$ cat src/rtl/rv32m_multiply_divide_top_defines.svh
// Assertion macros for the RV32M multiply/divide unit.
// Included by modules that carry concurrent assertions; needs no other file.
`ifndef RV32M_MULTIPLY_DIVIDE_TOP_DEFINES_SVH
`define RV32M_MULTIPLY_DIVIDE_TOP_DEFINES_SVH
`ifndef SYNTHESIS
// Same-cycle implication, checked outside reset.
`define RVM_ASSERT_IMP(label, clk, rst_n, ante, cons) \
    label: assert property (@(posedge clk) disable iff (!(rst_n)) (ante) |-> (cons)) \
        else $error("RV32M unit assertion failed");
// Next-cycle implication, checked outside reset.
`define RVM_ASSERT_NXT(label, clk, rst_n, ante, cons) \
    label: assert property (@(posedge clk) disable iff (!(rst_n)) (ante) |=> (cons)) \
        else $error("RV32M unit assertion failed");
`else
`define RVM_ASSERT_IMP(label, clk, rst_n, ante, cons)
`define RVM_ASSERT_NXT(label, clk, rst_n, ante, cons)
`endif
`endif

$ cat src/rtl/rvm_pkg.sv
// Package for the RV32M multiply/divide unit: widths, operation codes,
// status codes and the controller state type. Depends on nothing.
`timescale 1ns / 1ps
package rvm_pkg;

    localparam int XLEN  = 32;
    localparam int CNT_W = $clog2(XLEN);

    typedef enum logic [2:0] {
        OP_MUL    = 3'd0,
        OP_MULH   = 3'd1,
        OP_MULHSU = 3'd2,
        OP_MULHU  = 3'd3,
        OP_DIV    = 3'd4,
        OP_DIVU   = 3'd5,
        OP_REM    = 3'd6,
        OP_REMU   = 3'd7
    } t_op;

    typedef enum logic [1:0] {
        ST_OK   = 2'd0,
        ST_DIVZ = 2'd1,
        ST_OVF  = 2'd2
    } t_status;

    typedef enum logic [1:0] {
        S_IDLE,
        S_PREP,
        S_RUN,
        S_FIX
    } t_state;

endpackage

$ cat src/rtl/rv32m_multiply_divide_top.sv
// RV32M multiply/divide unit: bit-serial shift-add multiplier and restoring
// divider sharing one set of shift registers. Depends on rvm_pkg and the
// assertion macros in rv32m_multiply_divide_top_defines.svh.
//
//   Channel | Handshake                  | Word
//   --------+----------------------------+------------------------------------------
//   in      | i_in_valid / o_in_ready    | i_cmd, i_first_operand, i_second_operand
//   out     | o_out_valid / i_out_ready  | o_result, o_status
//
// An accepted word goes from the prep state, which turns signed operands into
// magnitudes, to the run state, which steps the shared loop one operand bit
// at a time, then to fix-up, which applies the sign and loads the output register.
// The next word can be taken in fix-up once the output is free, not before.
// Reset is synchronous and active low; it empties the core and the output register.
// A stalled output holds its word; the core finishes the next one and waits in fix-up.
`timescale 1ns / 1ps
`include "rv32m_multiply_divide_top_defines.svh"

module rv32m_multiply_divide_top
    import rvm_pkg::*;
(
    input  logic            i_clk,
    input  logic            i_rst_n,
    input  logic            i_in_valid,
    output logic            o_in_ready,
    input  logic [2:0]      i_cmd,
    input  logic [XLEN-1:0] i_first_operand,
    input  logic [XLEN-1:0] i_second_operand,
    output logic            o_out_valid,
    input  logic            i_out_ready,
    output logic [XLEN-1:0] o_result,
    output logic [1:0]      o_status
);

    localparam logic [CNT_W-1:0] LAST_STEP = CNT_W'(XLEN - 1);

    // Control state.
    t_state           r_state, n_state;
    logic [CNT_W-1:0] r_count, n_count;
    logic             r_out_valid, n_out_valid;

    // Datapath. r_hi is the product high half or the partial remainder;
    // r_lo is the multiplier shifting out or the quotient shifting in.
    t_op              r_op, n_op;
    logic             r_an, n_an;       // take magnitude of first operand
    logic             r_bn, n_bn;       // take magnitude of second operand
    logic             r_neg, n_neg;     // negate the selected result
    t_status          r_status, n_status;
    logic [XLEN:0]    r_hi, n_hi;
    logic [XLEN-1:0]  r_lo, n_lo;
    logic [XLEN-1:0]  r_b, n_b;
    logic [XLEN-1:0]  r_result, n_result;
    t_status          r_ostatus, n_ostatus;

    // Decode of the incoming word.
    t_op              in_op;
    logic             in_a_signed, in_b_signed;
    logic             in_an, in_bn;
    logic             in_is_div, in_bzero, in_ovf;

    // Step and fix-up logic.
    logic [XLEN:0]    mul_sum;
    logic [XLEN:0]    div_shift;
    logic [XLEN+1:0]  div_trial;
    logic             is_mul;
    logic             is_high;
    logic [XLEN-1:0]  sel_val;
    logic             fix_carry;
    logic [XLEN-1:0]  fixed_val;
    logic             out_free;
    logic             fin_go;
    logic             accept;

    assign in_op       = t_op'(i_cmd);
    assign in_is_div   = i_cmd[2];
    assign in_bzero    = (i_second_operand == '0);
    assign in_ovf      = (in_op == OP_DIV || in_op == OP_REM)
                       && (i_first_operand == {1'b1, {(XLEN-1){1'b0}}})
                       && (i_second_operand == '1);

    always_comb begin
        unique case (in_op) inside
            OP_MULH, OP_DIV, OP_REM: begin
                in_a_signed = 1'b1;
                in_b_signed = 1'b1;
            end
            OP_MULHSU: begin
                in_a_signed = 1'b1;
                in_b_signed = 1'b0;
            end
            default: begin
                in_a_signed = 1'b0;
                in_b_signed = 1'b0;
            end
        endcase
    end

    assign in_an = in_a_signed & i_first_operand[XLEN-1];
    assign in_bn = in_b_signed & i_second_operand[XLEN-1];

    // One multiply step: add the multiplicand when the low multiplier bit
    // is set, then shift the whole double word right by one.
    assign mul_sum   = r_lo[0] ? (r_hi + {1'b0, r_b}) : r_hi;

    // One restoring divide step: bring in the next dividend bit and keep
    // the difference only when it does not go negative.
    assign div_shift = {r_hi[XLEN-1:0], r_lo[XLEN-1]};
    assign div_trial = {1'b0, div_shift} - {2'b00, r_b};

    assign is_mul  = ~r_op[2];
    assign is_high = is_mul && (r_op != OP_MUL);

    // Result selection and sign fix-up. The negated high half of a 64-bit
    // product gets its carry in only when the low half is all zero.
    always_comb begin
        case (r_op) inside
            OP_MUL, OP_DIV, OP_DIVU: sel_val = r_lo;
            default:                 sel_val = r_hi[XLEN-1:0];
        endcase
    end

    assign fix_carry = is_high ? (r_lo == '0) : 1'b1;
    assign fixed_val = r_neg ? (~sel_val + {{(XLEN-1){1'b0}}, fix_carry}) : sel_val;

    assign out_free   = ~r_out_valid | i_out_ready;
    assign fin_go     = (r_state == S_FIX) && out_free;
    assign o_in_ready = (r_state == S_IDLE) || fin_go;
    assign accept     = i_in_valid & o_in_ready;

    always_comb begin
        n_state     = r_state;
        n_count     = r_count;
        n_out_valid = r_out_valid;
        n_op        = r_op;
        n_an        = r_an;
        n_bn        = r_bn;
        n_neg       = r_neg;
        n_status    = r_status;
        n_hi        = r_hi;
        n_lo        = r_lo;
        n_b         = r_b;
        n_result    = r_result;
        n_ostatus   = r_ostatus;

        if (r_out_valid && i_out_ready) begin
            n_out_valid = 1'b0;
        end

        unique case (r_state)
            S_IDLE: begin
            end
            S_PREP: begin
                // Signed operands enter the loop as magnitudes.
                n_lo    = r_an ? (~r_lo + 1'b1) : r_lo;
                n_b     = r_bn ? (~r_b + 1'b1) : r_b;
                n_hi    = '0;
                n_count = '0;
                n_state = S_RUN;
            end
            S_RUN: begin
                if (is_mul) begin
                    n_hi = {1'b0, mul_sum[XLEN:1]};
                    n_lo = {mul_sum[0], r_lo[XLEN-1:1]};
                end else begin
                    if (!div_trial[XLEN+1]) begin
                        n_hi = div_trial[XLEN:0];
                    end else begin
                        n_hi = div_shift;
                    end
                    n_lo = {r_lo[XLEN-2:0], ~div_trial[XLEN+1]};
                end
                n_count = r_count + 1'b1;
                if (r_count == LAST_STEP) begin
                    n_state = S_FIX;
                end
            end
            S_FIX: begin
                if (fin_go) begin
                    n_result    = fixed_val;
                    n_ostatus   = r_status;
                    n_out_valid = 1'b1;
                    n_state     = S_IDLE;
                end
            end
            default: begin
                n_state = S_IDLE;
            end
        endcase

        // Taking a new word overrides the return to idle from fix-up.
        if (accept) begin
            n_op  = in_op;
            n_an  = in_an;
            n_bn  = in_bn;
            n_lo  = i_first_operand;
            n_b   = i_second_operand;
            // Division by zero keeps the all-ones quotient unsigned, and the
            // overflow case comes out right through the normal negation.
            unique case (in_op)
                OP_MULH:        n_neg = in_an ^ in_bn;
                OP_MULHSU:      n_neg = in_an;
                OP_DIV:         n_neg = (in_an ^ in_bn) & ~in_bzero;
                OP_REM:         n_neg = in_an;
                default:        n_neg = 1'b0;
            endcase
            if (in_is_div && in_bzero) begin
                n_status = ST_DIVZ;
            end else if (in_ovf) begin
                n_status = ST_OVF;
            end else begin
                n_status = ST_OK;
            end
            n_state = S_PREP;
        end
    end

    always_ff @(posedge i_clk) begin
        if (!i_rst_n) begin
            r_state     <= S_IDLE;
            r_count     <= '0;
            r_out_valid <= 1'b0;
        end else begin
            r_state     <= n_state;
            r_count     <= n_count;
            r_out_valid <= n_out_valid;
        end
    end

    always_ff @(posedge i_clk) begin
        r_op      <= n_op;
        r_an      <= n_an;
        r_bn      <= n_bn;
        r_neg     <= n_neg;
        r_status  <= n_status;
        r_hi      <= n_hi;
        r_lo      <= n_lo;
        r_b       <= n_b;
        r_result  <= n_result;
        r_ostatus <= n_ostatus;
    end

    assign o_out_valid = r_out_valid;
    assign o_result    = r_result;
    assign o_status    = r_ostatus;

    // A taken word always starts with the magnitude cycle.
    `RVM_ASSERT_NXT(a_accept_prep, i_clk, i_rst_n, accept, r_state == S_PREP)
    // The step loop advances by exactly one bit each cycle until the last.
    `RVM_ASSERT_NXT(a_run_step, i_clk, i_rst_n,
        (r_state == S_RUN) && (r_count != LAST_STEP),
        (r_state == S_RUN) && (r_count == $past(r_count) + 1'b1))
    // The output register is only filled from the fix-up cycle.
    `RVM_ASSERT_NXT(a_out_source, i_clk, i_rst_n,
        (r_state != S_FIX) && !r_out_valid, !r_out_valid)
    // Divide-by-zero status only arises for divide and remainder operations.
    `RVM_ASSERT_IMP(a_divz_op, i_clk, i_rst_n,
        (r_state == S_FIX) && (r_status == ST_DIVZ), r_op[2])
    // Overflow status only arises for signed divide and remainder.
    `RVM_ASSERT_IMP(a_ovf_op, i_clk, i_rst_n,
        (r_state == S_FIX) && (r_status == ST_OVF),
        (r_op == OP_DIV) || (r_op == OP_REM))

endmodule
$ cat config.mk
export PLATFORM = sky130hd
export DESIGN_NAME = rv32m_multiply_divide_top
export DESIGN_NICKNAME = d
export VERILOG_FILES = /design/src/rtl/rvm_pkg.sv /design/src/rtl/rv32m_multiply_divide_top.sv
export VERILOG_INCLUDE_DIRS = /design/src /design/src/rtl
export SDC_FILE = /design/constraint.sdc
export NUM_CORES = 1
export LEC_CHECK = 0
export BUFFER_PORTS_ARGS = -buffer_cell sky130_fd_sc_hd__buf_2
export CORE_MARGIN = 5
export CORE_UTILIZATION = 50
export CTS_CLUSTER_SIZE = 8
export DETAILED_ROUTE_END_ITERATION = 8
export PLACE_DENSITY = 0.71
export SLEW_MARGIN = 10
export SYNTH_ARGS = -nofsm -noshare
export SYNTH_HDL_FRONTEND = slang
export SYNTH_SLANG_ARGS = --single-unit
$ cat constraint.sdc
create_clock -name i_clk -period 4.6 [get_ports i_clk]
set_input_delay 0.46 -clock i_clk [delete_from_list [all_inputs] [get_ports i_clk]]
set_output_delay 0.46 -clock i_clk [all_outputs]
set_load 0.05 [all_outputs]
**Yosys cells after proc, flatten, opt, wreduce, memory -nomap -nowiden**

Index checks and enable logic that the tools add are counted.

- Memories: 0
- Bits in writable memories: 0
- Register bits: 147
- Input bits: 71
- ROM bits: 0
- Bits in latches: 0
- Output and inout port bits: 36

- Shifts and indexed selects: 0
- Div/mod/pow operators: 0
- Bitwise operators: 14
- Order comparisons: 0
- Add/sub/neg operators: 6
- Eq/ne operators: 17
- Multiply operators: 0
- Reductions and logical operators: 29
- Muxes and demuxes: 26

Operators by type and width:

| kind | count |
|---|---|
| 32-bit 2-to-1 mux | 8 |
| 33-bit 2-to-1 mux | 3 |
| 32-bit NOT | 3 |
| 33-bit case mux with 2 select lines | 1 |
| 32-bit by 1-bit adder with 32-bit output (second input constant) | 2 |
| 32-bit == test (second input constant) | 2 |
| 32-bit zero test | 2 |
| 32-bit case mux with 2 select lines | 1 |
| 33-bit by 32-bit subtractor with 34-bit output | 1 |
| 33-bit by 32-bit adder with 33-bit output | 1 |
| 32-bit by 1-bit adder with 32-bit output | 1 |
| 3-bit == test (second input constant) | 4 |
| 5-bit case mux with 2 select lines | 1 |
| 3-bit inequality test (second input constant) | 3 |
| 3-bit nonzero test | 3 |
| 1-bit 2-to-1 mux | 7 |
| 1-bit logical AND | 6 |
| 2-bit 2-to-1 mux | 3 |
| 2-bit case mux with 3 select lines | 1 |
| 2-bit AND reduction | 3 |
| 3-bit AND reduction | 2 |
| 2-bit nonzero test | 3 |
| 3-bit OR reduction | 2 |
| 5-bit by 1-bit adder with 5-bit output (second input constant) | 1 |
| 17 further kinds | 28 |

**Longest topological paths before layout**

Gate-level depths: netlist of run 1.

- Depth after elaboration: 7
- Depth in mapped cells: 17

**Worst setup path before layout of run 1**

Ideal clock, no wire load.

- Path kind: flip-flop to flip-flop
- Start: register r_lo[0]
- End: register r_result[30], in the netlist o_result[30] (data pin)
- Clock period less this slack: 4.482 ns
- Slack: 0.118 ns
- Path buffers: 2
- Data arrival time: 4.216 ns
- Setup time: 0.266 ns
- Cell stages (with the launch flop): 18
- Cell sequence: edfxtp_1 clkbuf_1 clkinv_1 clkbuf_1 ha_1 or4b_4 nor4_4 nand3_2 nor4_4 nand2_1 o221ai_1 ha_1 ha_1 nand4_1 or3_1 or2_4 o31ai_2 xor2_1

- Cells in the longest elaborated chain, start to end: 4
- Elaborated cells on any way between the ends: 6
- Classes of those cells: add/sub (1); mux (3); bitwise (1); reduce/logical (1)

Ends and longest elaborated chain:

| element | RTL line | RTL |
|---|---|---|
| start, declared | rv32m_multiply_divide_top.sv:50 | `logic [XLEN-1:0] r_lo, n_lo;` |
| start signal, assigned | rv32m_multiply_divide_top.sv:236 | `r_lo <= n_lo;` |
| 32-bit zero test or 32-bit 2-to-1 mux (tied branches) | rv32m_multiply_divide_top.sv:122, rv32m_multiply_divide_top.sv:116 |  |
| 1-bit 2-to-1 mux or 32-bit NOT (tied branches) | rv32m_multiply_divide_top.sv:122, rv32m_multiply_divide_top.sv:123 |  |
| 32-bit by 1-bit adder with 32-bit output * | rv32m_multiply_divide_top.sv:123 | `assign fixed_val = r_neg ? (~sel_val + {{(XLEN-1){1'b0}}, fix_carry}) : sel_val;` |
| 32-bit 2-to-1 mux * | rv32m_multiply_divide_top.sv:123 |  |
| named net fixed_val[30] | rv32m_multiply_divide_top.sv:69 | `logic [XLEN-1:0] fixed_val;` |
| end signal, assigned | rv32m_multiply_divide_top.sv:238 | `r_result <= n_result;` |
| end, declared | rv32m_multiply_divide_top.sv:52 | `logic [XLEN-1:0] r_result, n_result;` |

Mark *: on every way through the listed nets, which the timed path passes. The rest lies on a longest branch.
A chain may end at the register's enable or synchronous reset.

**Final worst setup path of run 1**

Same ends and word-level chain as after synthesis.

==> summary.txt, run 1 <==
Die
  – Die area: 0.0301 mm^2
  – Num rows: 59
  – Die Span X: 174 um
  – Ports: 107
  – Initial core utilization: 51.0%
  – Core ar.: 0.0262 mm^2
  – Die height: 174 um

STA
  – Worst Max-Slew Pin Slew: 1120 ps
  – Crit path setup slack, layout: 195 ps
  – Max Freq: 227 MHz
  – Final Setup Violations: 0
  – Post-route minimum period: 4400 ps
  – Fin crit share: 95.8%
  – Final Max Tran Viols: 0
  – Relative slew slack: 25.5%
  – TNS Setup: 0 ps
  – RSZ-0062 raised after global routing: false
  – Clock Skew: 12.4 ps
  – Count of final hold-check violations: 0

Layout
  – Ant diodes: 0
  – Area of the multi-input gates: 0.00843 mm^2
  – Layout cells sized above 1: 14.0%
  – Register area: 0.00433 mm^2
  – Nets: 1770
  – P&R area growth vs syn: 10.3%
  – Layout fillers: 2435

Critical path
  – CP Launch Type: flip-flop
  – Critical setup path kind: flip-flop to flip-flop
  – Setup crit end kind: flip-flop
  – Flop2flop setup slack: 200 ps
  – Worst r2r dst: o_result[30]
  – Critical Path AT: 4580 ps
  – R2R depth: 15
  – CP max FO: 4
  – Req. time, crit path: 4770 ps
  – Worst reg2reg startpoint: r_lo[0]

Synthesis
  – Number of synthesized flops with an enable pin: 139
  – Flops & latches, synth: 147
  – Top_reg_cell synth: edfxtp_1
  – Async SR Flop Fraction: 0%
  – Mapped Area: 0.0134 mm^2
  – Count of cell types in the netlist: 96
  – Post-Syn Area per Cell: 8.60 um^2
  – Sequential fraction of the synthesis area: 32.4%
  – Net count after synthesis: 1704
  – Post-Synthesis Cells: 1555
  – Total number of yosys warnings: 0

Worst hold path
  – Hold path endpoint: r_op[1]
  – Hold Crit Class: input port to flip-flop
  – Hold Startpoint: i_cmd[1]
  – Hold depth: 1

CTS
  – CTS H-tree depth: 4
  – CTS tree: done
  – Hold_buf cts: 0
  – CTS clk-pin slew, worst paths: 70 ps
  – CTS Buffer Depth: 2
  – Post_cts resized: 0
  – Root buf cell: clkbuf_16
  – Postcts setup bufs: 0
  – Num CTS Buffers: 17
  – Clock sink total: 147
  – Clock insertion delay at the later pin of the skew report: 440 ps

GRT
  – Initial antenna violation count: 0
  – Vias in the first global route: 11600
  – Gr ovfl total: 0
  – GRT Overall Usage: 26.8%
  – Largest net degree at the start of global routing: 69
  – First-pass GRT wire length: 64.7 mm

Placed design
  – DP Worst Slack: 264 ps
  – IO Port Bufs: 106
  – GPL Wtd Cong: 0.952
  – Post-DP HPWL: 31.4 mm

Outcome
  – Status: complete, no violations

Route
  – Routed WL: 41.4 mm
  – Final ANT Viol Nets: 0
  – DRC: 0
  – Via count: 12200
  – Via/cell ratio: 6.21
  – Initial DRC count: 1191
  – Mean routed wirelength per cell: 21.0 um
  – First-pass DRT Iterations: 5

Flow run
  – MaxCap Viol Count: 0
## how the worst max path moves through the flow
stage          cells past startpoint    start            to  slack (ps)
6_report                          15  r_lo[0]  o_result[30]         200
5_1_grt                           15  r_lo[0]  o_result[30]           3
4_1_cts                           15  r_lo[0]  o_result[30]         240
3_5_place_dp                      15  r_lo[0]  o_result[30]         260
3_3_place_gp                      15  r_lo[0]  o_result[30]         420
2_1_floorplan                     17  r_lo[0]  o_result[30]         120
## cell families (layout without fill, tap and decap cells)
family	Yosys count	in the layout	share of synthesized area, %
simple gates	537	537	20.2
compound gates	430	430	20.5
buf+inv	153	232	4.76
flops	147	147	32.4
xor+xnor	126	126	8.25
mux	84	84	6.41
fa+ha+maj	78	78	7.41
## sequential cells by signal, indices dropped and copies added (netlist names)
signal and count:
r_hi 33, o_result 32, r_b 32, r_lo 32, r_count 5, r_op 3, o_status 2, r_state 2
r_status 2, o_out_valid 1, r_an 1, r_bn 1, r_neg 1
## stage by stage
stage / utilization (%) / cell area [um^2] / std cells / hold WS, ps
floorplan: - / 13400 / 1555 / 400
global placement: 54.1 / 14200 / 1937 / 426
detailed placement: 54.1 / 14200 / 1937 / 410
CTS: 56.3 / 14700 / 1969 / 246
global route: 56.3 / 14700 / 1969 / 257
finish: 56.3 / 14700 / 1969 / 254
## cell usage after synthesis, types with 5 or more instances
cell | instances | area share (%)
xor2_1 | 48 | 3.1
or4_1 | 6 | 0.34
or3_1 | 9 | 0.42
o31ai_1 | 11 | 0.62
nand2b_1 | 16 | 0.75
xnor2_1 | 78 | 5.1
a31oi_1 | 14 | 0.65
a211oi_1 | 25 | 1.4
nand2_1 | 143 | 4.0
nor3_1 | 35 | 1.3
mux2_2 | 13 | 1.1
nand4_1 | 29 | 1.4
mux2i_1 | 71 | 5.3
buf_2 | 7 | 0.26
and2_1 | 7 | 0.33
nand3_1 | 25 | 0.94
nor2_1 | 169 | 4.7
clkbuf_1 | 65 | 1.8
buf_6 | 6 | 0.51
a21oi_1 | 174 | 6.5
dfxtp_1 | 8 | 1.2
nor4_1 | 24 | 1.1
o21bai_1 | 12 | 0.67
o21ai_1 | 5 | 0.19
o21a_1 | 5 | 0.28
o211ai_1 | 6 | 0.34
edfxtp_1 | 139 | 31
a221oi_1 | 15 | 0.98
inv_1 | 67 | 1.9
nor2b_1 | 15 | 0.70
ha_1 | 76 | 7.1
o21ai_0 | 77 | 2.9
and3_1 | 16 | 0.75
a21o_1 | 28 | 1.6
## layer usage
layer,vias to the layer above,part of all wire (%),wire [um],global-route usage [%]
li1,5864,-,-,-
met4,0,3.4,1410,10.3
met5,-,0,0,0
met3,82,6.1,2510,4.12
met1,5822,44,18000,35.9
met2,466,47,19500,43.9
## worst max-delay path, stage by stage (launching register included)
cell and delay (ps):
edfxtp_1 390, clkinv_1 80, ha_1 240, or4b_4 530, nor4_4 360, nand3_2 180
nor4_4 230, nand2_1 190, o221ai_1 240, ha_1 200, ha_1 230, nand4_1 210
or3_1 420, or2_4 290, o31ai_2 270, xor2_1 100
## cells in the final DEF, fill, tap and decap left out, types with 15 or more instances in the layout
master,count
nor4_1,24
o21ai_0,77
edfxtp_1,139
nand2b_1,16
a21o_1,28
a211oi_1,25
clkbuf_16,17
nand4_1,29
buf_4,23
xnor2_1,78
nor3_1,35
nand3_1,25
nor2_1,169
inv_1,67
xor2_1,48
nand2_1,142
a221oi_1,15
and3_1,16
mux2i_1,71
buf_2,106
ha_1,75
a21oi_1,174
## cell type report
cell class / instances / share of cell area, %
clock inverter: 15 / 1.01
multi-input combinational: 1255 / 57.2
clock buffer: 17 / 2.88
tap: 335 / 2.84
inverter: 70 / 1.82
timing repair buffer: 130 / 4.90
sequential: 147 / 29.4
Power of run 1 is left out: the tool's default activity adds up to more than one toggle a clock period on the data nets, which glitch-free logic cannot reach.
==> run 2: changes to the inputs <==
- CORE_MARGIN: 5 -> 10
==> summary.txt, run 2 (synthesis gave the netlist of run 1 again) <==
CTS
  – Hold_buf cts: 0 (unchanged)
  – Num CTS Buffers: 17 (unchanged)
  – CTS tree: done (unchanged)
  – CTS Buffer Depth: 2 (unchanged)
  – CTS clk-pin slew, worst paths: 70 ps (about the same)
  – Clock sink total: 147 (unchanged)
  – Clock insertion delay at the later pin of the skew report: 440 ps (about the same)
  – Post_cts resized: 0 (unchanged)
  – Root buf cell: clkbuf_16 (unchanged)
  – CTS H-tree depth: 4 (unchanged)
  – Postcts setup bufs: 0 (unchanged)

Die
  – Die area: 0.0337 mm^2 (was 0.0301 mm^2)
  – Core ar.: 0.0262 mm^2 (unchanged)
  – Initial core utilization: 51.0% (unchanged)
  – Num rows: 59 (unchanged)
  – Ports: 107 (unchanged)
  – Die Span X: 184 um (was 174 um)
  – Die height: 184 um (was 174 um)

Critical path
  – CP dominant cell by count: ha_1 (unchanged)
  – Flop2flop setup slack: 280 ps (was 200 ps)
  – Worst r2r dst: o_result[30] (unchanged)
  – CP max FO: 6 (was 4)
  – Slowest stage cell, crit path: or4b_4 (unchanged)
  – Setup crit end kind: flip-flop (unchanged)
  – Critical Path AT: 4500 ps (was 4580 ps)
  – R2R depth: 15 (unchanged)
  – Worst reg2reg startpoint: r_lo[1] (was r_lo[0])
  – Critical path cell sequence: inv_1 -> ha_1 -> or4b_4 -> nor4_4 -> nand3_2 -> nor4_4 -> nand2_1 -> o221ai_1 -> ha_1 -> ha_1 -> nand4_1 -> or3_1 -> or2_4 -> o31ai_2 -> xor2_1 (was clkinv_1 -> ha_1 -> or4b_4 -> nor4_4 -> nand3_2 -> nor4_4 -> nand2_1 -> o221ai_1 -> ha_1 -> ha_1 -> nand4_1 -> or3_1 -> or2_4 -> o31ai_2 -> xor2_1)
  – Req. time, crit path: 4780 ps (was 4770 ps)
  – CP Launch Type: flip-flop (unchanged)
  – Critical setup path kind: flip-flop to flip-flop (unchanged)
  – Crit-path max cell delay: 530 ps (about the same)

Placed design
  – Area after DPL: 0.0142 mm^2 (about the same)
  – GPL Wtd Cong: 0.940 (was 0.952)
  – IO Port Bufs: 106 (unchanged)
  – Post-DP HPWL: 31.6 mm (was 31.4 mm)

Route
  – DRC: 0 (unchanged)
  – Via count: 12200 (about the same)
  – Mean routed wirelength per cell: 21.1 um (was 21.0 um)
  – First-pass DRT Iterations: 6 (was 5)
  – Routed WL: 41.7 mm (was 41.4 mm)
  – Initial DRC count: 1276 (was 1191)
  – Final ANT Viol Nets: 0 (unchanged)
  – Via/cell ratio: 6.18 (was 6.21)

Layout
  – Post-route cell area: 0.0148 mm^2 (was 0.0147 mm^2)
  – Most common cell after layout, fill and taps aside: a21oi_1 (unchanged)
  – Most frequent cells in the layout: a21oi_1 (174), nor2_1 (169), nand2_1 (142), edfxtp_1 (139), buf_2 (106) (unchanged)
  – Ant diodes: 0 (unchanged)
  – P&R area growth vs syn: 10.6% (was 10.3%)
  – Layout cells sized above 1: 14.2% (was 14.0%)
  – Largest register by flop count: r_hi (unchanged)
  – Largest register FFs: 33 (unchanged)
  – Nets: 1774 (was 1770)

STA
  – Post-route minimum period: 4320 ps (was 4400 ps)
  – Final Setup Violations: 0 (unchanged)
  – Worst Max-Slew Pin Slew: 1150 ps (was 1120 ps)
  – Relative slew slack: 23.3% (was 25.5%)
  – Max Freq: 231 MHz (was 227 MHz)
  – Fin crit share: 93.9% (was 95.8%)
  – Count of final hold-check violations: 0 (unchanged)
  – Final Max Tran Viols: 0 (unchanged)
  – Clock Skew: 18.1 ps (was 12.4 ps)

Outcome
  – Status: complete, no violations (unchanged)

Worst hold path
  – Hold depth: 1 (unchanged)
  – Hold Crit Class: input port to flip-flop (unchanged)
  – Hold Startpoint: i_cmd[1] (unchanged)
  – Hold path endpoint: r_op[1] (unchanged)

GRT
  – First-pass GRT wire length: 64.8 mm (was 64.7 mm)
  – Largest net degree at the start of global routing: 70 (was 69)
  – Initial antenna violation count: 0 (unchanged)
  – Gr ovfl total: 0 (unchanged)
  – Vias in the first global route: 11700 (was 11600)
  – GRT Overall Usage: 24.2% (was 26.8%)

Flow run
  – MaxCap Viol Count: 0 (unchanged)
[run 2: cell types whose count changed in the layout (fill, tap and decap cells not counted), moves of 2 or more]
cell	before	now
buf_4	23	28
clkinvlp_4	3	0
clkbuf_16	17	19
clkinv_2	4	2
inv_6	4	6
[run 2: area by class of cell]
cell class,instances,area (um^2)
sequential,147,4330
fill,2379,11400
inverter,70,268
tap,335,419
clock inverter,12,103
timing repair buffer,134,741
multi-input combinational,1255,8430
clock buffer,20,489
[run 2: how the worst max path moves through the flow]
stage | slack (ps) | from | cells after the start | endpoint
3_3_place_gp | 430 | r_lo[1] | 15 | o_result[30]
5_1_grt | -9 | r_lo[1] | 15 | o_result[26]
4_1_cts | 250 | r_lo[1] | 15 | o_result[31]
2_1_floorplan | 120 | r_lo[0] | 17 | o_result[30]
6_report | 280 | r_lo[1] | 15 | o_result[30]
3_5_place_dp | 280 | r_lo[1] | 15 | o_result[31]
[run 2: layer usage]
layer	global-route usage, %	wire length, um	up-vias
met5	0	0	-
met2	39.3	19300	472
met3	4.31	2750	73
met1	31.2	18100	5769
met4	9.74	1550	0
li1	-	-	5876
[run 2: per-stage QoR]
stage                     instances  hold WS (ps)  setup TNS (ps)  setup slack (ps)  utilization (%)
after global routing           1973           254           -8.98             -8.98             56.4
after global placement         1940           434               0               425             54.1
after floorplan                1555           400               0               118                -
final                          1973           267               0               279             56.4
after CTS                      1972           250               0               247             56.4
after detailed placement       1940           409               0               280             54.1
[run 2: worst max-delay path, delay by kind of cell, from the launching register on]
kind	cells	cell delay, ps
buffers and inverters	1	100
AND/OR/NAND/NOR	8	2330
flip-flops	1	480
adder cells (fa/ha/maj)	3	630
AO/OA/AOI/OAI	2	460
XOR/XNOR	1	90
Power of run 2 is left out for the same reason.
